File: src/hw/rtl/assert_macros.svh
// Assertion macros for the buffer recycle pool RTL
`ifndef ASSERT_MACROS_SVH
`define ASSERT_MACROS_SVH

// check on every clock edge outside reset
`define BRP_ASSERT(lbl, prop, msg) \
   lbl: assert property (@(posedge clock) disable iff (reset) prop) else $error(msg);

// check on every clock edge, reset included
`define BRP_ASSERT_ALWAYS(lbl, prop, msg) \
   lbl: assert property (@(posedge clock) prop) else $error(msg);

`endif

File: src/hw/rtl/brp_pkg.sv
// Types and codes shared by the buffer recycle pool modules
`timescale 1ns / 1ps
package brp_pkg;

   localparam int HANDLE_W  = 20;
   localparam int CAP_W     = 11;
   localparam int CSR_W     = 11;
   localparam int REQ_DATA_W = 24;
   localparam int RSP_DATA_W = 24;

   typedef enum logic [2:0] {
      OUT_FROM_CACHE = 3'd0,
      OUT_FROM_RING  = 3'd1,
      OUT_NONE       = 3'd2,
      OUT_INTO_CACHE = 3'd3,
      OUT_INTO_RING  = 3'd4,
      OUT_FULL_FREED = 3'd5,
      OUT_SHARED     = 3'd6
   } outcome_type;

   typedef enum logic [0:0] {
      CSR_DMA_MAP  = 1'b0,
      CSR_RING_CAP = 1'b1
   } csr_index_type;

   typedef enum logic [1:0] {
      SRC_CACHE,
      SRC_RING,
      SRC_REQ,
      SRC_ZERO
   } src_type;

   typedef enum logic [2:0] {
      ST_IDLE,
      ST_EXEC,
      ST_REFILL_RD,
      ST_REFILL_WR,
      ST_RD_WAIT,
      ST_OUT
   } state_type;

   typedef struct packed {
      logic        idle;
      logic        req_take;
      logic        cache_push;
      logic        cache_pop;
      logic        ring_push;
      logic        ring_pop;
      logic        refill_load;
      logic        refill_wr;
      logic        out_load;
      src_type     out_src;
      outcome_type outcome;
   } cmd_type;

   typedef struct packed {
      logic req_valid;
      logic release_req;
      logic sole;
      logic direct;
      logic fast;
      logic cache_empty;
      logic cache_full;
      logic ring_empty;
      logic ring_room;
      logic refill_done;
      logic rsp_free;
   } status_type;

endpackage

File: src/hw/rtl/brp_ctrl.sv
// Controller state machine of the buffer recycle pool
`timescale 1ns / 1ps
module brp_ctrl
   import brp_pkg::*;
(
   input  logic       clock,
   input  logic       reset,
   input  status_type status,
   output cmd_type    cmd
);

   state_type   state_ff, state_in;
   src_type     src_ff, src_in;
   outcome_type outcome_ff, outcome_in;

   always_ff @(posedge clock) begin
      if (reset) begin
         state_ff <= ST_IDLE;
      end else begin
         state_ff <= state_in;
      end
      src_ff     <= src_in;
      outcome_ff <= outcome_in;
   end

   // next state and result selection
   always_comb begin
      state_in   = state_ff;
      src_in     = src_ff;
      outcome_in = outcome_ff;
      case (state_ff)
         ST_IDLE: begin
            if (status.req_valid) state_in = ST_EXEC;
         end
         ST_EXEC: begin
            if (status.release_req) begin
               src_in   = SRC_REQ;
               state_in = ST_OUT;
               if (!status.sole) outcome_in = OUT_SHARED;
               else if (status.direct && status.fast && !status.cache_full)
                  outcome_in = OUT_INTO_CACHE;
               else if (status.ring_room) outcome_in = OUT_INTO_RING;
               else outcome_in = OUT_FULL_FREED;
            end else if (status.fast) begin
               if (!status.cache_empty) begin
                  src_in = SRC_CACHE; outcome_in = OUT_FROM_CACHE; state_in = ST_RD_WAIT;
               end else if (!status.ring_empty) begin
                  state_in = ST_REFILL_RD;
               end else begin
                  src_in = SRC_ZERO; outcome_in = OUT_NONE; state_in = ST_OUT;
               end
            end else if (!status.ring_empty) begin
               src_in = SRC_RING; outcome_in = OUT_FROM_RING; state_in = ST_RD_WAIT;
            end else begin
               src_in = SRC_ZERO; outcome_in = OUT_NONE; state_in = ST_OUT;
            end
         end
         ST_REFILL_RD: state_in = ST_REFILL_WR;
         ST_REFILL_WR: state_in = status.refill_done ? ST_EXEC : ST_REFILL_RD;
         ST_RD_WAIT:   state_in = ST_OUT;
         ST_OUT: begin
            if (status.rsp_free) state_in = ST_IDLE;
         end
         default: state_in = ST_IDLE;
      endcase
   end

   // commands to the datapath
   always_comb begin
      cmd         = '0;
      cmd.out_src = src_ff;
      cmd.outcome = outcome_ff;
      case (state_ff)
         ST_IDLE: begin
            cmd.idle     = 1'b1;
            cmd.req_take = status.req_valid;
         end
         ST_EXEC: begin
            if (status.release_req) begin
               if (status.sole) begin
                  if (status.direct && status.fast && !status.cache_full)
                     cmd.cache_push = 1'b1;
                  else if (status.ring_room) cmd.ring_push = 1'b1;
               end
            end else if (status.fast) begin
               if (!status.cache_empty) cmd.cache_pop = 1'b1;
               else if (!status.ring_empty) cmd.refill_load = 1'b1;
            end else if (!status.ring_empty) begin
               cmd.ring_pop = 1'b1;
            end
         end
         ST_REFILL_RD: cmd.ring_pop  = 1'b1;
         ST_REFILL_WR: cmd.refill_wr = 1'b1;
         ST_OUT:       cmd.out_load  = status.rsp_free;
         default: ;
      endcase
   end

endmodule

File: config.mk
export PLATFORM = sky130hd
export DESIGN_NAME = brp_ctrl
export DESIGN_NICKNAME = d
export VERILOG_FILES = /design/src/hw/rtl/assert_macros.svh /design/src/hw/rtl/brp_pkg.sv /design/src/hw/rtl/brp_ctrl.sv
export SDC_FILE = /design/constraint.sdc
export NUM_CORES = 1
export LEC_CHECK = 0
export BUFFER_PORTS_ARGS = -buffer_cell sky130_fd_sc_hd__buf_2
export CAP_MARGIN = 0
export CORE_AREA = 2 2 39 41
export CTS_CLUSTER_DIAMETER = 30
export DETAILED_ROUTE_END_ITERATION = 8
export DIE_AREA = 0 0 41 43
export PLACE_DENSITY = 0.68
export SETUP_SLACK_MARGIN = 0.2
export SYNTH_ARGS = -nofsm -noshare
export SYNTH_HDL_FRONTEND = slang
export SYNTH_SLANG_ARGS = --single-unit
File: constraint.sdc
create_clock -name clock -period 1.77 [get_ports clock]
set_clock_uncertainty 0.05 [all_clocks]
set_input_delay 0.354 -clock clock [delete_from_list [all_inputs] [get_ports clock]]
set_output_delay 0.354 -clock clock [all_outputs]
set_load 0.01 [all_outputs]
# Word level (Yosys, flattened, before mapping)
# Cells that the tools add are included.
[word_totals]
reg_bits = 8
inputBits = 13
output_inout_bits = 14
wordCells = 59
[op_classes]
n_eq_ne = 8
muxes = 42
n_reduce_logical = 6
[ops]
columns = ["operator", "count"]
rows = [
  ["3-bit 2-to-1 mux", 13],
  ["1-bit 2-to-1 mux", 19],
  ["3-bit case mux with 6 select lines", 1],
  ["2-bit 2-to-1 mux", 8],
  ["3-bit by 2-bit == test with 1-bit output, second input constant", 2],
  ["3-bit == test, second input constant", 2],
  ["2-bit != test, second input constant", 2],
  ["4-bit by 3-bit != test with 1-bit output, second input constant", 1],
  ["2-bit AND reduction", 2],
  ["3-bit by 1-bit == test with 1-bit output, second input constant", 1],
  ["3-bit logical NOT", 1],
  ["1-bit logical AND", 2],
  ["1-bit case mux with 2 select lines", 1],
  ["1-bit logical NOT", 1],
]

# Depth between registers and ports, before layout
[depth]
word_depth = 6
ltp_mapped = 4
depth_no_buf = 3

# Worst setup path after synthesis
# No wires, ideal clock.
[synth_timing]
kind = "input to output"
startpoint = "input status[9] in the netlist's numbering"
endpoint = "output cmd[8] in the netlist's numbering"
t_arrival_ns = 1.015
required_time_ns = 1.366
slack_ns = 0.351
stages = 4
path_buffers = 1
path_cell_list = "buf_2 nor3_1 nand2_1 a21oi_1"
[synth_lines]
columns = ["item", "line", "source"]
rows = [
  ["start: declaration", "brp_ctrl.sv:8", "input status_type status,"],
  ["end: declaration", "brp_ctrl.sv:9", "output cmd_type cmd"],
]

==> flow_summary.rst <==
.. list-table::
   :header-rows: 1

   * - Metric
     - Value
   * - Fill cell total of the finished layout
     - 136
   * - Synth Register Bits
     - 8
   * - Critical path data arrival time
     - 1190 ps
   * - Overall Global Routing Usage
     - 15.7%
   * - Clock Latency Late Sink
     - 260 ps
   * - Number of instances on the worst hold path
     - 2
   * - Detailed placer's ending HPWL
     - 805 um
   * - Net Count, Synth
     - 65
   * - Synth Warn #
     - 0
   * - Sequential cell area
     - 219 um^2
   * - Global route total overflow
     - 0
   * - Detailed-route vias per instance
     - 5.05
   * - Total length of routed wires
     - 1170 um
   * - DR pass1 iterations
     - 4
   * - Pwr/cell area
     - 727 nW/um^2
   * - Global-route wire length before repair
     - 1860 um
   * - Std-Cell Rows
     - 14
   * - Pin count of the biggest net entering global routing
     - 12
   * - TritonCTS clock tree
     - built
   * - Multi-input gate area
     - 277 um^2
   * - DR DRC count
     - 0
   * - Worst max-slew margin expressed relative to the limit
     - 83.2%
   * - Required @ worst endpoint
     - 1370 ps
   * - Clock buffer count from CTS
     - 3
   * - Critical path launch point type
     - register
   * - RSZ-0062 raised after global routing
     - true
   * - Final critical-path required period
     - 1600 ps
   * - Root Buffer Master
     - sky130_fd_sc_hd__clkbuf_4
   * - Number of sinks handled by clock tree synthesis
     - 8
   * - Floorplan die height
     - 43 um
   * - Total count of hold-check failures in the final report
     - 0
   * - Width of the die
     - 41 um
   * - Achievable clock frequency
     - 626 MHz
   * - End of the worst register-to-register path
     - src_ff[0]$_SDFFCE_PP0P_
   * - Average cell area after synthesis
     - 9.46 um^2
   * - NumNets Final
     - 101
   * - Reg-to-reg slack, setup
     - 370 ps
   * - Number of max-cap violations
     - 0
   * - Initial core utilization
     - 35.5%
   * - Unique cell type count in the Yosys netlist
     - 28
   * - Fin Setup TNS
     - 0 ps
   * - Port-buffer cells
     - 26
   * - Reported leakage power
     - 0.346 nW
   * - Post-detailed-route count of antenna-violating nets
     - 0
   * - Hold-critical path endpoint
     - state_ff[2]$_SDFFE_PP0P_
   * - Worst Path Class, Setup
     - reg2out
   * - Clock-pin slew on the worst setup and hold paths
     - 50 ps
   * - Synthesis-to-finish area growth
     - 48.9%
   * - Share of post-route cells with drive strength above 1
     - 54.0%
   * - Max Slew Vio Count
     - 0
   * - Reg-to-Reg Start
     - state_ff[2]$_SDFFE_PP0P_
   * - Part of the Yosys area used for sequential elements
     - 42.7%
   * - Max rail drop VDD
     - 0.000422 V
   * - Crit share post-route
     - 90.3%
   * - Antenna violations before repair
     - 0
   * - Count of mapped cells out of synthesis
     - 52
   * - Syn Std Cell Area
     - 492 um^2
   * - Top fanout value on the critical path
     - 3
   * - Leading cell type in the layout, fill and taps excluded
     - sky130_fd_sc_hd__buf_2
   * - Global placement routability congestion
     - 0.725
   * - Hold Path Class
     - in2reg
   * - Maximum buffer depth of the clock tree
     - 2
   * - Hold Crit Start
     - reset
   * - Finished Core Util
     - 52.9%
   * - Violation count after the first detailed-routing iteration
     - 5
   * - Top-Level Pins
     - 27
   * - Number of inserted diodes
     - 0
   * - Finish-stage setup viols
     - 0
   * - FF-to-FF path depth
     - 4
   * - Slew at the pin with the worst max-slew slack
     - 250 ps
   * - Endpoint class of the critical path
     - primary output
   * - Routed wire length per instance
     - 11.3 um
   * - Die Footprint
     - 1760 um^2
   * - Number of global-route vias before repair
     - 460
   * - Outcome
     - complete, no violations
   * - Most frequent cells in the layout
     - 26 x sky130_fd_sc_hd__buf_2, 7 x sky130_fd_sc_hd__buf_4, 5 x sky130_fd_sc_hd__edfxtp_1
   * - Total via count in the routed design
     - 520
   * - Placeable core region
     - 1380 um^2
   * - H-tree level count
     - 1
==> metal layers <==
metal,vias to the layer above,track usage [%],wire length [um]
met1,233,16.9,434
met3,2,6.28,96
li1,264,-,-
met2,21,25.0,625
met5,-,0,0
met4,0,8.00,9
==> power by group <==
group	internal, W	switching [W]	total, W
Clock	0.0000865	0.0000657	0.000152
Sequential	0.000219	0.0000109	0.000230
Combinational	0.0000805	0.0000694	0.000150
Total	0.000386	0.000146	0.000532
==> Yosys cell counts <==
library cell / n / area [um^2]
sky130_fd_sc_hd__and3_2: 1 / 7.51
sky130_fd_sc_hd__a221o_1: 1 / 10.0
sky130_fd_sc_hd__edfxtp_1: 5 / 150
sky130_fd_sc_hd__nand3b_1: 2 / 15.0
sky130_fd_sc_hd__nor2_1: 4 / 15.0
sky130_fd_sc_hd__nand3_1: 1 / 5.00
sky130_fd_sc_hd__a21oi_1: 1 / 5.00
sky130_fd_sc_hd__o21a_1: 1 / 7.51
sky130_fd_sc_hd__dfxtp_1: 3 / 60.1
sky130_fd_sc_hd__a22oi_1: 2 / 15.0
sky130_fd_sc_hd__nor3_1: 4 / 20.0
sky130_fd_sc_hd__mux2i_1: 1 / 10.0
sky130_fd_sc_hd__and4bb_2: 1 / 12.5
sky130_fd_sc_hd__nand2_1: 4 / 15.0
sky130_fd_sc_hd__nand4bb_1: 1 / 11.3
sky130_fd_sc_hd__nor3_2: 1 / 10.0
sky130_fd_sc_hd__buf_2: 1 / 5.00
sky130_fd_sc_hd__nor2b_1: 2 / 12.5
sky130_fd_sc_hd__inv_1: 2 / 7.51
sky130_fd_sc_hd__buf_4: 1 / 7.51
sky130_fd_sc_hd__a31oi_1: 1 / 6.26
sky130_fd_sc_hd__and2b_1: 1 / 7.51
sky130_fd_sc_hd__a21o_1: 2 / 15.0
sky130_fd_sc_hd__or2_2: 1 / 6.26
sky130_fd_sc_hd__and2_1: 3 / 18.8
sky130_fd_sc_hd__nand4b_1: 1 / 8.76
sky130_fd_sc_hd__a31o_2: 1 / 8.76
sky130_fd_sc_hd__nand2b_1: 3 / 18.8
==> critical path, stage by stage, from the launching register on <==
cell,delay [ps]
sky130_fd_sc_hd__dfxtp_4,340
sky130_fd_sc_hd__and2b_1,210
sky130_fd_sc_hd__nand2b_1,110
sky130_fd_sc_hd__nor3_2,120
sky130_fd_sc_hd__buf_2,150
==> cell families after synthesis <==
kind of cell	after synthesis	synth area share, %
buffers and inverters	4	4.07
DFF	8	42.7
AOI/OAI and AO/OA	9	13.7
muxes	1	2.04
and+or+nand+nor	30	37.4
==> what timing repair did <==
item	in CTS	in global routing
hold buffers	0	0
setup buffers	5	2
endpoints found under the setup margin	8	11
resized for setup	7	2
pin swaps	1	1
==> final cells by class <==
| type | count | area share (%) |
|---|---|---|
| Timing Repair Buffer | 33 | 25.0 |
| Sequential cell | 8 | 29.9 |
| Tap cell | 16 | 2.74 |
| Clock buffer | 4 | 3.59 |
| Inverter | 2 | 1.03 |
| Multi-Input combinational cell | 40 | 37.8 |
==> worst max path at each step <==
stage                                   startpoint  slack (ps)      end  cells after the start
after floorplan                          status[9]         350   cmd[8]                      4
after global placement                   status[9]         260   cmd[8]                      5
after detailed placement                 status[9]         220   cmd[8]                      5
after CTS                 state_ff[2]$_SDFFE_PP0P_         170  cmd[10]                      4
after global routing      state_ff[0]$_SDFFE_PP0P_          70   cmd[9]                      4
final                     state_ff[2]$_SDFFE_PP0P_         170  cmd[10]                      4
==> state kept, by name (all words and copies together), names as in the netlist <==
signal / count
src_ff: 2
state_ff: 3
outcome_ff: 3
==> stage by stage <==
stage | hold slack, ps | total power (W) | cells | cell area [um^2] | setup slack (ps)
floorplan | 381 | 0.000302 | 52 | 492 | 351
global placement | 505 | 0.000346 | 92 | 629 | 264
detailed placement | 506 | 0.000347 | 92 | 629 | 223
CTS | 221 | 0.000528 | 101 | 709 | 171
global route | 236 | 0.000565 | 103 | 732 | 72.3
finish | 225 | 0.000532 | 103 | 732 | 173
(Power assumes the default switching activity.)
